--- src/hdl/mrt_pkg.sv ---
package mrt_pkg;

  typedef enum logic [1:0] {
    OP_MAP   = 2'd0,
    OP_UNMAP = 2'd1,
    OP_FAULT = 2'd2,
    OP_RSVD  = 2'd3
  } op_e;

  typedef enum logic [3:0] {
    ST_OK        = 4'd0,
    ST_ADDR_NZ   = 4'd1,
    ST_ZERO_LEN  = 4'd2,
    ST_BAD_FILE  = 4'd3,
    ST_PERM      = 4'd4,
    ST_NO_SLOT   = 4'd5,
    ST_NO_SPACE  = 4'd6,
    ST_NOT_MAP   = 4'd7,
    ST_MIDDLE    = 4'd8,
    ST_PRESENT   = 4'd9
  } status_e;

  typedef enum logic [3:0] {
    S_IDLE,
    S_FREE,
    S_GAP_INIT,
    S_GAP_SCAN,
    S_GAP_NEXT,
    S_MAP_WR,
    S_FIND,
    S_UNMAP,
    S_FAULT,
    S_OUT
  } state_e;

  localparam int unsigned CFG_HEAP_TOP   = 0;
  localparam int unsigned CFG_GUARD_BASE = 1;
  localparam int unsigned SLOTS          = 16;
  localparam int unsigned VA_BITS        = 38;
  localparam int unsigned LEN_W          = 39;
  localparam int unsigned OFF_W          = 32;
  localparam int unsigned CFG_IDX_W      = 1;
  localparam int unsigned IN_BITS        = 2 + VA_BITS + LEN_W + 3 + 1 + 8 + OFF_W + 4;
  localparam int unsigned IN_W           = (IN_BITS + 7) / 8 * 8;
  localparam int unsigned OUT_BITS       = 4 + VA_BITS + OFF_W + 4 + 4 + 8 + 1 + 1;
  localparam int unsigned OUT_W          = (OUT_BITS + 7) / 8 * 8;

endpackage

--- src/hdl/mapped_region_table.sv ---
// Region table with map, unmap and fault lookup. One request at a time:
// tready is high only while idle with no result waiting, and the result sits
// in an output register until taken. A single compare/add datapath walks the
// slots one per cycle. Unmap and fault: the slot search, then the update state
// (S_UNMAP or S_FAULT), then S_OUT, which raises tvalid. A map finds a free
// slot, sets up the gap search, then tries up to SLOTS+2 gap candidates, each
// checked against the slots, and then writes the slot and reports.
// heap_top is cfg index 0, guard_base index 1, both 39 bit.
module mapped_region_table
  import mrt_pkg::*;
#(
  parameter int unsigned PAGE_BITS = 12
) (
  input  logic         clk_i,
  input  logic         rst_ni,
  input  logic         cfg_we_i,
  input  logic [CFG_IDX_W-1:0] cfg_idx_i,
  input  logic [LEN_W-1:0]     cfg_data_i,
  input  logic         s_axis_tvalid,
  output logic         s_axis_tready,
  // opcode, addr, length, prot, shared, file_id, map_offset, file_open,
  // file_readable, file_writable, page_present
  input  logic [IN_W-1:0]      s_axis_tdata,
  output logic         m_axis_tvalid,
  input  logic         m_axis_tready,
  // status, result_addr, page_offset, perm, slot, region_file,
  // released, region_shared
  output logic [OUT_W-1:0]     m_axis_tdata
);
  localparam int unsigned SW = (SLOTS > 1) ? $clog2(SLOTS) : 1;
  localparam int unsigned CW = $clog2(SLOTS + 1);
  localparam int unsigned IW = $clog2(SLOTS + 3);
  localparam int unsigned AW = VA_BITS + 2;
  localparam int unsigned OW = $bits(m_axis_tdata);

  localparam logic [AW-1:0] PG_MASK = AW'((64'd1 << PAGE_BITS) - 64'd1);
  localparam logic [AW-1:0] VA_LAST = AW'((64'd1 << VA_BITS) - (64'd1 << PAGE_BITS));

  // region store
  logic                 used_q [SLOTS];
  logic [VA_BITS-1:0]   base_q [SLOTS];
  logic [LEN_W-1:0]     len_q  [SLOTS];
  logic [OFF_W-1:0]     off_q  [SLOTS];
  logic [2:0]           prot_q [SLOTS];
  logic                 shr_q  [SLOTS];
  logic [7:0]           fid_q  [SLOTS];

  logic [LEN_W-1:0] heap_q, guard_q;
  state_e state_q, state_d;
  logic [CW-1:0] idx_q, idx_d;
  logic [IW-1:0] iter_q, iter_d;
  logic [SW-1:0] hit_q, hit_d;
  logic [AW-1:0] cand_q, cand_d, sz_q, sz_d;

  // request fields
  logic [1:0] op_q;
  logic [VA_BITS-1:0] addr_q;
  logic [LEN_W-1:0] rlen_q;
  logic [2:0] rprot_q;
  logic rshr_q;
  logic [7:0] rfid_q;
  logic [OFF_W-1:0] roff_q;
  logic ropen_q, rrd_q, rwr_q, rpres_q;

  logic [OW-1:0] out_q, out_d;
  logic ovalid_q;
  logic wr_map, wr_unmap;

  logic [SW-1:0] i_s;
  logic [AW-1:0] rb, re, addr_x;
  logic in_reg, ovl;

  assign i_s    = idx_q[SW-1:0];
  assign rb     = AW'(base_q[i_s]);
  assign re     = rb + AW'(len_q[i_s]);
  assign addr_x = AW'(addr_q);
  assign in_reg = used_q[i_s] && addr_x >= rb && addr_x < re;
  assign ovl    = used_q[i_s] && !((cand_q + sz_q <= rb) || (cand_q >= re));

  assign s_axis_tready = (state_q == S_IDLE) && !ovalid_q;
  assign m_axis_tvalid = ovalid_q;
  assign m_axis_tdata  = out_q;

  function automatic logic [OW-1:0] pack_out(
    status_e st, logic [VA_BITS-1:0] ra, logic [OFF_W-1:0] po, logic [3:0] pm,
    logic [SW-1:0] sl, logic [7:0] rf, logic rel, logic rs);
    logic [OW-1:0] r;
    r = '0;
    r[3:0] = st;
    r[4 +: VA_BITS] = ra;
    r[4+VA_BITS +: OFF_W] = po;
    r[4+VA_BITS+OFF_W +: 4] = pm;
    r[8+VA_BITS+OFF_W +: 4] = 4'(sl);
    r[12+VA_BITS+OFF_W +: 8] = rf;
    r[20+VA_BITS+OFF_W] = rel;
    r[21+VA_BITS+OFF_W] = rs;
    return r;
  endfunction

  logic [AW-1:0] lim, g_minus, c0;
  assign lim     = AW'(heap_q) + sz_q;
  assign g_minus = (AW'(guard_q) - sz_q) & ~PG_MASK;
  assign c0      = (g_minus > VA_LAST) ? VA_LAST : g_minus;

  always_comb begin
    state_d  = state_q;
    idx_d    = idx_q;
    iter_d   = iter_q;
    hit_d    = hit_q;
    cand_d   = cand_q;
    sz_d     = sz_q;
    out_d    = out_q;
    wr_map   = 1'b0;
    wr_unmap = 1'b0;
    unique case (state_q)
      S_IDLE: begin
        idx_d  = '0;
        if (s_axis_tvalid && s_axis_tready) begin
          unique case (op_e'(s_axis_tdata[1:0]))
            OP_MAP:   state_d = S_FREE;
            OP_UNMAP: state_d = S_FIND;
            OP_FAULT: state_d = S_FIND;
            default: begin
              out_d   = pack_out(ST_NOT_MAP, '0, '0, '0, '0, '0, 1'b0, 1'b0);
              state_d = S_OUT;
            end
          endcase
        end
      end
      S_FREE: begin
        sz_d = (AW'(rlen_q) + PG_MASK) & ~PG_MASK;
        if (addr_q != '0) begin
          out_d = pack_out(ST_ADDR_NZ, '0, '0, '0, '0, '0, 1'b0, 1'b0);
          state_d = S_OUT;
        end else if (rlen_q == '0) begin
          out_d = pack_out(ST_ZERO_LEN, '0, '0, '0, '0, '0, 1'b0, 1'b0);
          state_d = S_OUT;
        end else if (!ropen_q) begin
          out_d = pack_out(ST_BAD_FILE, '0, '0, '0, '0, '0, 1'b0, 1'b0);
          state_d = S_OUT;
        end else if ((rshr_q && rprot_q[1] && !rwr_q) || !rrd_q) begin
          out_d = pack_out(ST_PERM, '0, '0, '0, '0, '0, 1'b0, 1'b0);
          state_d = S_OUT;
        end else if (idx_q == CW'(SLOTS)) begin
          out_d = pack_out(ST_NO_SLOT, '0, '0, '0, '0, '0, 1'b0, 1'b0);
          state_d = S_OUT;
        end else if (!used_q[i_s]) begin
          hit_d   = i_s;
          state_d = S_GAP_INIT;
        end else begin
          idx_d = idx_q + 1'b1;
        end
      end
      S_GAP_INIT: begin
        // free slot stays in hit_q until the write
        iter_d = '0;
        idx_d  = '0;
        if (AW'(guard_q) < sz_q) begin
          out_d = pack_out(ST_NO_SPACE, '0, '0, '0, '0, '0, 1'b0, 1'b0);
          state_d = S_OUT;
        end else begin
          cand_d  = c0;
          state_d = S_GAP_SCAN;
        end
      end
      S_GAP_SCAN: begin
        if (idx_q == '0 && cand_q < lim) begin
          out_d = pack_out(ST_NO_SPACE, '0, '0, '0, '0, '0, 1'b0, 1'b0);
          state_d = S_OUT;
        end else if (idx_q == CW'(SLOTS)) begin
          state_d = S_MAP_WR;
        end else if (ovl) begin
          state_d = S_GAP_NEXT;
        end else begin
          idx_d = idx_q + 1'b1;
        end
      end
      S_GAP_NEXT: begin
        // hit slot index still in idx_q
        idx_d = '0;
        if (rb < sz_q || iter_q == IW'(SLOTS + 1)) begin
          out_d = pack_out(ST_NO_SPACE, '0, '0, '0, '0, '0, 1'b0, 1'b0);
          state_d = S_OUT;
        end else begin
          cand_d  = (rb - sz_q) & ~PG_MASK;
          iter_d  = iter_q + 1'b1;
          state_d = S_GAP_SCAN;
        end
      end
      S_MAP_WR: begin
        wr_map  = 1'b1;
        out_d   = pack_out(ST_OK, cand_q[VA_BITS-1:0], '0, '0, hit_q, rfid_q, 1'b0, rshr_q);
        state_d = S_OUT;
      end
      S_FIND: begin
        if (idx_q == CW'(SLOTS)) begin
          out_d = pack_out(ST_NOT_MAP, '0, '0, '0, '0, '0, 1'b0, 1'b0);
          state_d = S_OUT;
        end else if (in_reg) begin
          hit_d   = i_s;
          state_d = (op_q == OP_UNMAP) ? S_UNMAP : S_FAULT;
        end else begin
          idx_d = idx_q + 1'b1;
        end
      end
      S_UNMAP: begin
        if (addr_x != AW'(base_q[hit_q]) &&
            addr_x + AW'(rlen_q) != AW'(base_q[hit_q]) + AW'(len_q[hit_q])) begin
          out_d = pack_out(ST_MIDDLE, '0, '0, '0, '0, '0, 1'b0, 1'b0);
        end else begin
          wr_unmap = 1'b1;
          out_d = pack_out(ST_OK, '0, '0, '0, hit_q, fid_q[hit_q],
                           (addr_q == base_q[hit_q]) && (rlen_q >= len_q[hit_q]),
                           shr_q[hit_q]);
        end
        state_d = S_OUT;
      end
      S_FAULT: begin
        if (rpres_q) begin
          out_d = pack_out(ST_PRESENT, '0, '0, '0, '0, '0, 1'b0, 1'b0);
        end else begin
          out_d = pack_out(ST_OK, addr_q & ~PG_MASK[VA_BITS-1:0],
                           off_q[hit_q] + OFF_W'((addr_q & ~PG_MASK[VA_BITS-1:0])
                                                 - base_q[hit_q]),
                           {1'b1, prot_q[hit_q]}, hit_q, fid_q[hit_q], 1'b0,
                           shr_q[hit_q]);
        end
        state_d = S_OUT;
      end
      S_OUT: begin
        state_d = S_IDLE;
      end
      default: state_d = S_IDLE;
    endcase
  end

  always_ff @(posedge clk_i or negedge rst_ni) begin
    if (!rst_ni) begin
      state_q  <= S_IDLE;
      idx_q    <= '0;
      iter_q   <= '0;
      ovalid_q <= 1'b0;
      heap_q   <= '0;
      guard_q  <= LEN_W'(39'd274877898752);
      for (int k = 0; k < SLOTS; k++) used_q[k] <= 1'b0;
    end else begin
      state_q <= state_d;
      idx_q   <= idx_d;
      iter_q  <= iter_d;
      if (cfg_we_i) begin
        if (cfg_idx_i == CFG_IDX_W'(CFG_HEAP_TOP)) heap_q <= cfg_data_i;
        else guard_q <= cfg_data_i;
      end
      if (state_q == S_OUT) ovalid_q <= 1'b1;
      else if (m_axis_tready) ovalid_q <= 1'b0;
      if (wr_map) used_q[hit_q] <= 1'b1;
      if (wr_unmap && addr_q == base_q[hit_q] && rlen_q >= len_q[hit_q])
        used_q[hit_q] <= 1'b0;
    end
  end

  always_ff @(posedge clk_i) begin
    hit_q  <= hit_d;
    cand_q <= cand_d;
    sz_q   <= sz_d;
    out_q  <= out_d;
    if (s_axis_tvalid && s_axis_tready) begin
      op_q    <= s_axis_tdata[1:0];
      addr_q  <= s_axis_tdata[2 +: VA_BITS];
      rlen_q  <= s_axis_tdata[2+VA_BITS +: LEN_W];
      rprot_q <= s_axis_tdata[2+VA_BITS+LEN_W +: 3];
      rshr_q  <= s_axis_tdata[5+VA_BITS+LEN_W];
      rfid_q  <= s_axis_tdata[6+VA_BITS+LEN_W +: 8];
      roff_q  <= s_axis_tdata[14+VA_BITS+LEN_W +: OFF_W];
      ropen_q <= s_axis_tdata[14+VA_BITS+LEN_W+OFF_W];
      rrd_q   <= s_axis_tdata[15+VA_BITS+LEN_W+OFF_W];
      rwr_q   <= s_axis_tdata[16+VA_BITS+LEN_W+OFF_W];
      rpres_q <= s_axis_tdata[17+VA_BITS+LEN_W+OFF_W];
    end
    if (wr_map) begin
      base_q[hit_q] <= cand_q[VA_BITS-1:0];
      len_q[hit_q]  <= sz_q[LEN_W-1:0];
      off_q[hit_q]  <= roff_q;
      prot_q[hit_q] <= rprot_q;
      shr_q[hit_q]  <= rshr_q;
      fid_q[hit_q]  <= rfid_q;
    end
    if (wr_unmap && !(addr_q == base_q[hit_q] && rlen_q >= len_q[hit_q])) begin
      len_q[hit_q] <= len_q[hit_q] - rlen_q;
      if (addr_q == base_q[hit_q]) begin
        base_q[hit_q] <= base_q[hit_q] + rlen_q[VA_BITS-1:0];
        off_q[hit_q]  <= off_q[hit_q] + rlen_q[OFF_W-1:0];
      end
    end
  end
endmodule

--- config.mk ---
export PLATFORM = sky130hd
export DESIGN_NAME = mapped_region_table
export DESIGN_NICKNAME = d
export VERILOG_FILES = /design/src/hdl/mrt_pkg.sv /design/src/hdl/mapped_region_table.sv
export SDC_FILE = /design/constraint.sdc
export NUM_CORES = 2
export LEC_CHECK = 0
export BUFFER_PORTS_ARGS = -buffer_cell sky130_fd_sc_hd__buf_2
export CORE_UTILIZATION = 44
export DETAILED_ROUTE_END_ITERATION = 8
export PLACE_DENSITY_LB_ADDON = 0.25
export SLEW_MARGIN = 0
export SYNTH_ARGS = -nofsm -noshare
export SYNTH_HDL_FRONTEND = slang
export SYNTH_SLANG_ARGS = --single-unit
--- constraint.sdc ---
create_clock -name clk_i -period 29.9 [get_ports clk_i]
set_input_delay 2.99 -clock clk_i [delete_from_list [all_inputs] [get_ports clk_i]]
set_output_delay 2.99 -clock clk_i [all_outputs]
set_load 0.02 [all_outputs]
==> impl_metrics.tcl <==
set metrics [dict create \
    avgSynthCellArea_um2 16.1 \
    max_stage_delay_ns 0.92 \
    cts_buffer_depth 4 \
    relSlewSlack_pct 6.00 \
    cts_repair_resize_count 0 \
    yosysMostFrequentCell "edfxtp_1" \
    synth_area_leaders "edfxtp_1 55%, mux4_2 19%, ha_1 5.8%, xnor2_1 1.8%, dfrtp_1 1.5%" \
    tightestPinTransition_ns 1.40 \
    boundaryPins 271 \
    comb_power_share_pct 54.7 \
    min-delay-start "heap_q[0]$_DFFE_PN0P_" \
    fillers 22200 \
    required_ns 30.74 \
    p_leak_uw 0.0472 \
    die_height_um 523 \
    numClockSinks 2304 \
    grt_pass1_wl_um 536000 \
    setup_viol_count_final 0 \
    routed_wl_um 380000 \
    cts_tree "yes" \
    cp_max_fo 88 \
    synth_top_cell_by_area "edfxtp_1" \
    seqPwrFrac_pct 26.3 \
    fmax_ghz 0.0888 \
    period_share_pct 37.6 \
    critical-path-slowest-cell "nor3b_1" \
    yosys_warnings 0 \
    post-route-drc-count 0 \
    end_kind "register" \
    ys_types 98 \
    rows 190 \
    dp_hpwl_um 253000 \
    crit_path_start "idx_q[0]$_DFFE_PN0P_" \
    whs_ns 0.511 \
    gp_congestion 0.965 \
    register_area_mm2 0.0687 \
    ys_ff_latch 2304 \
    maxCapViolCount 0 \
    yosysTopAreaCellShare_pct 55.5 \
    synthTopCellsByCount "2,203 x edfxtp_1, 995 x mux4_2, 548 x ha_1" \
    antenna_found_initial 33 \
    multi_input_area_mm2 0.0482 \
    rsz0062_at_grt "no" \
    final-max-slew-violation-count 0 \
    area_growth_pct 11.9 \
    fin_setup_tns_ns 0 \
    pwr-share-clk_pct 19.0 \
    status "completed" \
    grt_overflow_total 0 \
    skew_ns 0.147 \
    grt_max_degree 131 \
    cp-start-kind "register" \
    drive_above_1_share_pct 25.4 \
    arrival_ns 12.09 \
    crit_path_frequent_cell "a21oi_1" \
    synth_cells 7404 \
    io_buffers 253 \
    hp-class "register to register" \
    core-area_mm2 0.269 \
    r2r-start "idx_q[0]$_DFFE_PN0P_" \
    ctsHtreeMaxLevel 4 \
    dieArea_mm2 0.273 \
    initial_core_util_pct 44.4 \
    crit_type "register to register" \
    firstDrtPassIters 6 \
    min_period_ns 11.26 \
    cts-root-buf "clkbuf_16" \
    antenna_left 0 \
    syn_area_mm2 0.119 \
    path_clk_slew_ns 0.07 \
    via_per_inst 6.37 \
    hold_buffers 0 \
    grt_usage_pct 27.7 \
    cts_setup_buffers 0 \
    fp.dieW_um 523 \
    switching_power_uw 6610 \
    ys_async_sr_fraction_pct 4.21 \
    seq_area_frac_synth_pct 57.6 \
    synth-edff-count 2203 \
    hold_viol 0 \
    clock_latency_ns 0.99 \
    dr.first_iter.drc_count 9157 \
    totalPowerFinal_uw 15700 \
    vdd_ir_drop_max_mv 0.0966 \
    cts_buffers 243 \
    grt_pass1_vias 73400 \
    routed_wire_length_per_instance_um 32.9 \
    utilization_pct 49.7 \
    cellPowerDensity_mw_per_mm2 117 \
    ys.flop_type "edfxtp_1" \
    switching_share_pct 42.2 \
    p_int_uw 9040 \
    final_nets 8564 \
    vias 73700 \
]
-- sequential cells by signal (all words and copies together) (netlist names), 16 cells and up, named ones only --
register      cells
prot_q           48
heap_q           39
cand_q           28
guard_q          27
used_q           16
addr_q           38
rlen_q           39
sz_q             28
len_q           624
base_q          608
fid_q           128
off_q           512
m_axis_tdata     80
shr_q            16
roff_q           32
-- cell families after synthesis --
| logic type | share of synthesized area, % |
|---|---|
| DFF | 57.6 |
| muxes | 19.6 |
| xor gates and xnor gates | 2.90 |
| adders and majority gates | 6.26 |
| and+or+nand+nor | 4.83 |
| AOI/OAI and AO/OA | 6.66 |
| other | 0.00315 |
| buffers and inverters | 2.17 |
-- critical path: cells and delay by family, from the launching register on --
kind | cells | cell delay, ns
AOI/OAI and AO/OA | 10 | 2.29
xor gates and xnor gates | 1 | 0.39
adders and majority gates | 2 | 0.59
buffers and inverters | 2 | 1.40
DFF | 1 | 0.90
muxes | 2 | 1.14
and+or+nand+nor | 14 | 4.20
-- per-layer routing --
layer,vias to the layer above,GRT usage (%),routed length (µm)
li1,30800,-,-
met1,38600,37.5,150000
met2,3666,44.4,179000
met3,634,4.86,33500
met4,2,11.4,17100
met5,-,0,13
-- final timing paths --
check	to	slack, ns	depth (start not counted)
hold / removal	heap_q[0]$_DFFE_PN0P_	0.51	1
setup reg to reg	idx_q[4]$_DFFE_PN0P_	18.64	31
setup / recovery	idx_q[4]$_DFFE_PN0P_	18.64	31
max in group asynchronous	heap_q[12]$_DFFE_PN0P_	26.47	2
hold reg to reg	heap_q[0]$_DFFE_PN0P_	0.51	1
min in group asynchronous	idx_q[4]$_DFFE_PN0P_	2.14	1
-- metrics by stage --
stage	area (µm²)	worst slack, ns	cells
6_report	133000	18.64	11600
5_1_grt	133000	18.14	11600
4_1_cts	133000	18.71	11600
3_5_place_dp	126000	18.74	11100
3_3_place_gp	126000	18.68	11100
2_1_floorplan	119000	17.84	7419
-- final cells by class --
class | instances | area share [%]
clock inverter | 148 | 1.06
tap | 3552 | 3.33
inverter | 337 | 0.952
multi-input combinational | 4458 | 36.2
antenna | 6 | 0.0113
timing repair buffer | 469 | 2.23
sequential | 2304 | 51.5
clock buffer | 297 | 4.76
-- power groups by stage --
stage / logic [µW] / clock network [µW] / registers [µW]
floorplan: 5780 / 0 / 4090
global placement: 8340 / 0 / 4180
detailed placement: 8440 / 0 / 4190
CTS: 8490 / 3010 / 4120
global route: 9220 / 3120 / 4130
finish: 8560 / 2970 / 4120
-- cell usage in the layout, fill, tap and decap left out, types with 30 or more instances in the layout --
cell type  netlist  layout
a211oi_1        31      31
a21o_1         199     199
a21oi_1        330     330
a31oi_1         53      53
and3_1          39      39
buf_2           16     252
buf_4           16     210
clkbuf_1       219      49
clkbuf_16        0     245
clkinv_1         0      47
clkinv_2         0      50
dfrtp_1         72      68
edfxtp_1      2203    2203
fa_1            30      30
ha_1           548     548
inv_1          337     335
mux2_2          80      80
mux4_2         995     995
nand2_1        293     293
nand2b_1        62      60
nand3_1         92      92
nand4_1         72      72
nor2_1         302     263
nor2_4          10      33
nor2b_1         54      54
nor3_1          74      71
nor4_1          42      42
o21a_1          42      42
o21ai_0        300     288
o21bai_1        47      47
xnor2_1        242     242
xor2_1         140     140
(Power assumes the default switching activity.)
